## config.mk

```make
export PLATFORM = sky130hd
export DESIGN_NAME = ssebin_radius
export DESIGN_NICKNAME = d
export VERILOG_FILES = /design/src/rtl/ssebin_pkg.sv /design/src/rtl/ssebin_radius.sv
export SDC_FILE = /design/constraint.sdc
export NUM_CORES = 1
export LEC_CHECK = 0
export BUFFER_PORTS_ARGS = -buffer_cell sky130_fd_sc_hd__buf_4
export CAP_MARGIN = 20
export CORE_MARGIN = 2
export CORE_UTILIZATION = 45
export CTS_CLUSTER_SIZE = 8
export DETAILED_ROUTE_END_ITERATION = 10
export GPL_ROUTABILITY_DRIVEN = 0
export PLACE_DENSITY = 0.71
export SLEW_MARGIN = 10
export SYNTH_ARGS = -nofsm -noshare
export SYNTH_HDL_FRONTEND = slang
export SYNTH_SLANG_ARGS = --single-unit
```

## constraint.sdc

```tcl
create_clock -name clk -period 20.8 [get_ports clk]
set_input_delay 4.16 -clock clk [delete_from_list [all_inputs] [get_ports clk]]
set_output_delay 4.16 -clock clk [all_outputs]
set_load 0.005 [all_outputs]
```

## src/rtl/ssebin_pkg.sv

```systemverilog
package ssebin_pkg;

  localparam int IDX_W       = 6;
  localparam int GRID_W      = 7;
  localparam int SHIFT_W     = 6;
  localparam int SEL_W       = 7;
  localparam int SHELL_W     = 8;
  localparam int R2_W        = 16;
  localparam int ACC_W       = 64;
  localparam int ENERGY_W    = 63;
  localparam int CFG_IDX_W   = 2;
  localparam int CFG_DATA_W  = 7;
  localparam int OUT_TDATA_W = 72;

  localparam logic [GRID_W-1:0]  GRID_RESET  = 7'd64;
  localparam logic [SHIFT_W-1:0] SHIFT_RESET = 6'd37;

  typedef enum logic [CFG_IDX_W-1:0] {
    CFG_GRID_NX    = 2'd0,
    CFG_GRID_NY    = 2'd1,
    CFG_GRID_NZ    = 2'd2,
    CFG_NORM_SHIFT = 2'd3
  } cfg_reg_t;

  typedef enum logic {
    CMD_ACCUM = 1'b0,
    CMD_READ  = 1'b1
  } cmd_t;

  typedef struct packed {
    logic             en;
    logic [SEL_W-1:0] addr;
    logic             valid;
    logic             flag;
    logic [ACC_W-1:0] sum;
  } store_wr_t;

  typedef struct packed {
    logic             flag;
    logic [ACC_W-1:0] sum;
  } store_rd_t;

endpackage

```

## src/rtl/ssebin_radius.sv

```systemverilog
module ssebin_radius (
  input  logic                         clk,
  input  logic                         rst_n,
  input  logic                         start_i,
  input  logic [ssebin_pkg::IDX_W-1:0]  idx_x_i,
  input  logic [ssebin_pkg::IDX_W-1:0]  idx_y_i,
  input  logic [ssebin_pkg::IDX_W-1:0]  idx_z_i,
  input  logic [ssebin_pkg::GRID_W-1:0] grid_nx_i,
  input  logic [ssebin_pkg::GRID_W-1:0] grid_ny_i,
  input  logic [ssebin_pkg::GRID_W-1:0] grid_nz_i,
  output logic                         done_o,
  output logic [ssebin_pkg::SHELL_W-1:0] shell_o
);
  import ssebin_pkg::*;

  function automatic logic [GRID_W-1:0] fold_mag(input logic [IDX_W-1:0] k,
                                                 input logic [GRID_W-1:0] n);
    logic [GRID_W:0]   d;
    logic [GRID_W:0]   m;
    logic [GRID_W-1:0] k7;
    k7 = {1'b0, k};
    d  = {2'b00, k} - {1'b0, n};
    m  = d[GRID_W] ? ((GRID_W+1)'(0) - d) : d;
    return (k7 <= (n >> 1)) ? k7 : m[GRID_W-1:0];
  endfunction

  logic [GRID_W-1:0]    mx, my, mz;
  logic [R2_W-1:0]      r2_calc;
  logic [R2_W-1:0]      r2_r;
  logic [SHELL_W-1:0]   root_r;
  logic [2:0]           cnt_r;
  logic                 run_r;
  logic                 rnd_r;
  logic                 done_r;
  logic [SHELL_W-1:0]   shell_r;
  logic [SHELL_W-1:0]   trial;
  logic [R2_W-1:0]      trial_sq;
  logic [R2_W-1:0]      round_lim;

  assign mx = fold_mag(idx_x_i, grid_nx_i);
  assign my = fold_mag(idx_y_i, grid_ny_i);
  assign mz = fold_mag(idx_z_i, grid_nz_i);
  assign r2_calc = R2_W'({7'd0, mx} * {7'd0, mx}) + R2_W'({7'd0, my} * {7'd0, my})
                 + R2_W'({7'd0, mz} * {7'd0, mz});

  assign trial     = root_r | (SHELL_W'(1) << cnt_r);
  assign trial_sq  = {8'd0, trial} * {8'd0, trial};
  assign round_lim = ({8'd0, root_r} * {8'd0, root_r}) + {8'd0, root_r};

  always_ff @(posedge clk) begin
    if (!rst_n) begin
      run_r  <= 1'b0;
      rnd_r  <= 1'b0;
      done_r <= 1'b0;
    end else begin
      done_r <= rnd_r;
      rnd_r  <= run_r && (cnt_r == 3'd0);
      if (start_i) begin
        run_r <= 1'b1;
      end else if (run_r && (cnt_r == 3'd0)) begin
        run_r <= 1'b0;
      end
    end
  end

  always_ff @(posedge clk) begin
    if (start_i) begin
      r2_r   <= r2_calc;
      root_r <= '0;
      cnt_r  <= 3'd7;
    end else if (run_r) begin
      if (trial_sq <= r2_r) begin
        root_r <= trial;
      end
      cnt_r <= cnt_r - 3'd1;
    end
    if (rnd_r) begin
      shell_r <= root_r + ((r2_r > round_lim) ? SHELL_W'(1) : SHELL_W'(0));
    end
  end

  assign done_o  = done_r;
  assign shell_o = shell_r;

endmodule

```

==> reports/metrics.yaml <==
grt_pass1_wl_um: 40380
rsz0062_at_grt: "no"
finClkSkew_ps: 6.031
ys_seq_area_frac: 0.08858
synth_edf_count: 24
maxCapViolations: 0
antenna_found_initial: 0
final_nets: 1707
hold_viol_final: 0
cts_sinks: 38
cts_tree: "yes"
grt.met1_usage: 0.2253
post_drt_via_cell_ratio: 5.198
cts_setup_buffers: 0
yosysWarningCount: 0
wl_per_cell_um: 14.21
ctsResizeCount: 0
synth_ff_type: "edfxtp_1"
endpoint_kind: "flop"
drt_pass1_iterations: 5
rr_startpoint: "root_r[5]"
yosys.area.top_type: "fa_1"
fillerInstances: 2296
timing.final.crit_share: 0.5946
top_usage_layer: "met2"
cp_common_cell: "fa_1"
cts_htree_levels: 2
clk_path_buf_depth: 2
slowest_delay_ps: 700
setup_viol: 0
cp.arrival_ps: 12400
core_sq_mm: 0.02446
crit_path_end: "r2_r[15]"
syn_nets: 1664
slowest_stage: "mux2i_1"
drc_errors: 0
finalSetupTns_ps: 0
netlist_top_cells_count: "inv_1 (252), ha_1 (195), fa_1 (156)"
placed_cell_area_sq_mm: 0.01205
dr_total_vias: 8520
ant_nets: 0
fin_crit_ps: 12370
clk_pin_slew_ps: 60
insertion_delay_ps: 280
drv_slew: 0
initial_core_util: 0.4619
synth_area_per_cell_sq_um: 8.890
grt_usage: 0.1846
wl_um: 23280
outcome: "complete, no violations"
timing.slew.headroom: 0.3655
ys_top_cells_by_area: "fa_1 (28%), ha_1 (22%), inv_1 (8.4%), edfxtp_1 (6.4%), nor2_1 (4.5%)"
rr_endpoint: "shell_o[6]"
hold_path_class: "flop to flop"
io_pins: 51
synth_top_area_frac: 0.2764
r2r_slack_ps: 13770
die_w_um: 162.5
drive_above_1_share: 0.07757
rr_worst_depth: 24
cts-root-buf: "clkbuf_16"
syn_area_sq_mm: 0.01130
io_buffer_count: 50
gr-total-overflow: 0
synth_seq_cells: 38
worstPathMaxFanout: 11
critPathKind: "primary input to flop"
max_freq_mhz: 80.86
use_met3: 0.01502
hpwlAfterDp_um: 20680
drtIter0Drc: 381
syn2layout_area_growth_pct: 8.293
yosysMostFrequentCell: "inv_1"
stdcell_area_sq_mm: 0.01224
crit_start: "idx_y_i[0]"
grt_use_met2: 0.3518
syn_inst: 1271
worstPathRequired_ps: 20830
cts-hold-fix-buffers: 0
diodes: 0
yosysUniqueCellTypes: 74
ys_async_sr_fraction: 0
rows: 57
die_area_sq_mm: 0.02639
worst_pin_slew_ps: 951.7
die_h_um: 162.5
grt_start_max_net_pins: 31
start_kind: "primary input"
cts_inserted_buffers: 5
grt_pass1_vias: 8874
[state kept, by name (all words and copies together) (netlist names)]
signal / count
root_r: 8
run_r: 1
done_o: 1
cnt_r: 3
r2_r: 16
rnd_r: 1
shell_o: 8
[worst max-delay path, delay by kind of cell]
family	cells	cell delay, ps
mux	1	700
xor+xnor	3	470
compound gates	5	1330
simple gates	4	720
fa+ha+maj	10	4530
buf+inv	7	460
[logic make-up (layout without fill, tap and decap cells)]
family / count (synthesis) / in the layout / share of synthesized area
AO/OA/AOI/OAI: 190 / 190 / 0.1156
adder cells (fa/ha/maj): 351 / 351 / 0.4923
XOR/XNOR: 80 / 80 / 0.06201
AND/OR/NAND/NOR: 317 / 317 / 0.1321
other: 2 / 2 / 0.0006646
multiplexers: 16 / 16 / 0.01628
buffers and inverters: 277 / 321 / 0.09246
flip-flops: 38 / 38 / 0.08858
[how the worst min path moves through the flow]
stage,startpoint,end,slack (ps),cells past startpoint
2_1_floorplan,cnt_r[1],cnt_r[1],500,2
5_1_grt,cnt_r[1],cnt_r[1],590,2
6_report,cnt_r[1],cnt_r[1],550,2
3_5_place_dp,cnt_r[1],cnt_r[1],530,2
3_3_place_gp,cnt_r[1],cnt_r[1],530,2
4_1_cts,cnt_r[1],cnt_r[1],550,2
[final cells by class]
type	count	area, sq um	area share
Clock buffer	7	175.2	0.01431
Clock inverter	1	8.758	0.0007157
Inverter	257	964.7	0.07883
Multi-Input combinational cell	956	9261	0.7569
Sequential cell	38	1001	0.08180
Tap cell	324	405.4	0.03313
Timing Repair Buffer	56	420.4	0.03436
[cells in the final DEF (no fill, tap or decap), drive strengths merged, types with 7 or more instances in the layout]
cell,netlist,final
dfxtp,14,14
nor3,19,19
nor2,134,134
nand2,54,54
a31oi,7,7
o21bai,8,8
clkbuf,14,7
xnor2,57,57
and3,7,7
mux2i,10,10
or2,20,20
and2,7,7
a21o,20,20
o21ai,29,29
nand4,12,12
buf,6,56
a21oi,58,58
edfxtp,24,24
o22ai,9,9
nand2b,19,19
ha,195,195
nand3,15,15
xor2,23,23
inv,255,255
nor2b,15,15
fa,156,156
[stage by stage]
stage                       util  setup slack, ps  hold slack, ps  std cells
after detailed placement  0.4927             8161           533.9       1631
after CTS                 0.5002             8442           552.5       1639
final                     0.5002             8432           550.0       1639
after global placement    0.4927             8446           529.0       1631
after global routing      0.5002             7903           593.9       1639
after floorplan                -             9057           501.7       1271
[metal layers]
metal / up-vias / routed length, um
met1: 4108 / 9793
met3: 32 / 690
met5: - / 0
met4: 0 / 502
li1: 4246 / -
met2: 134 / 12300
Power is left out: the tool's default activity adds up to more than one toggle a clock period on the data nets, which glitch-free logic cannot reach.
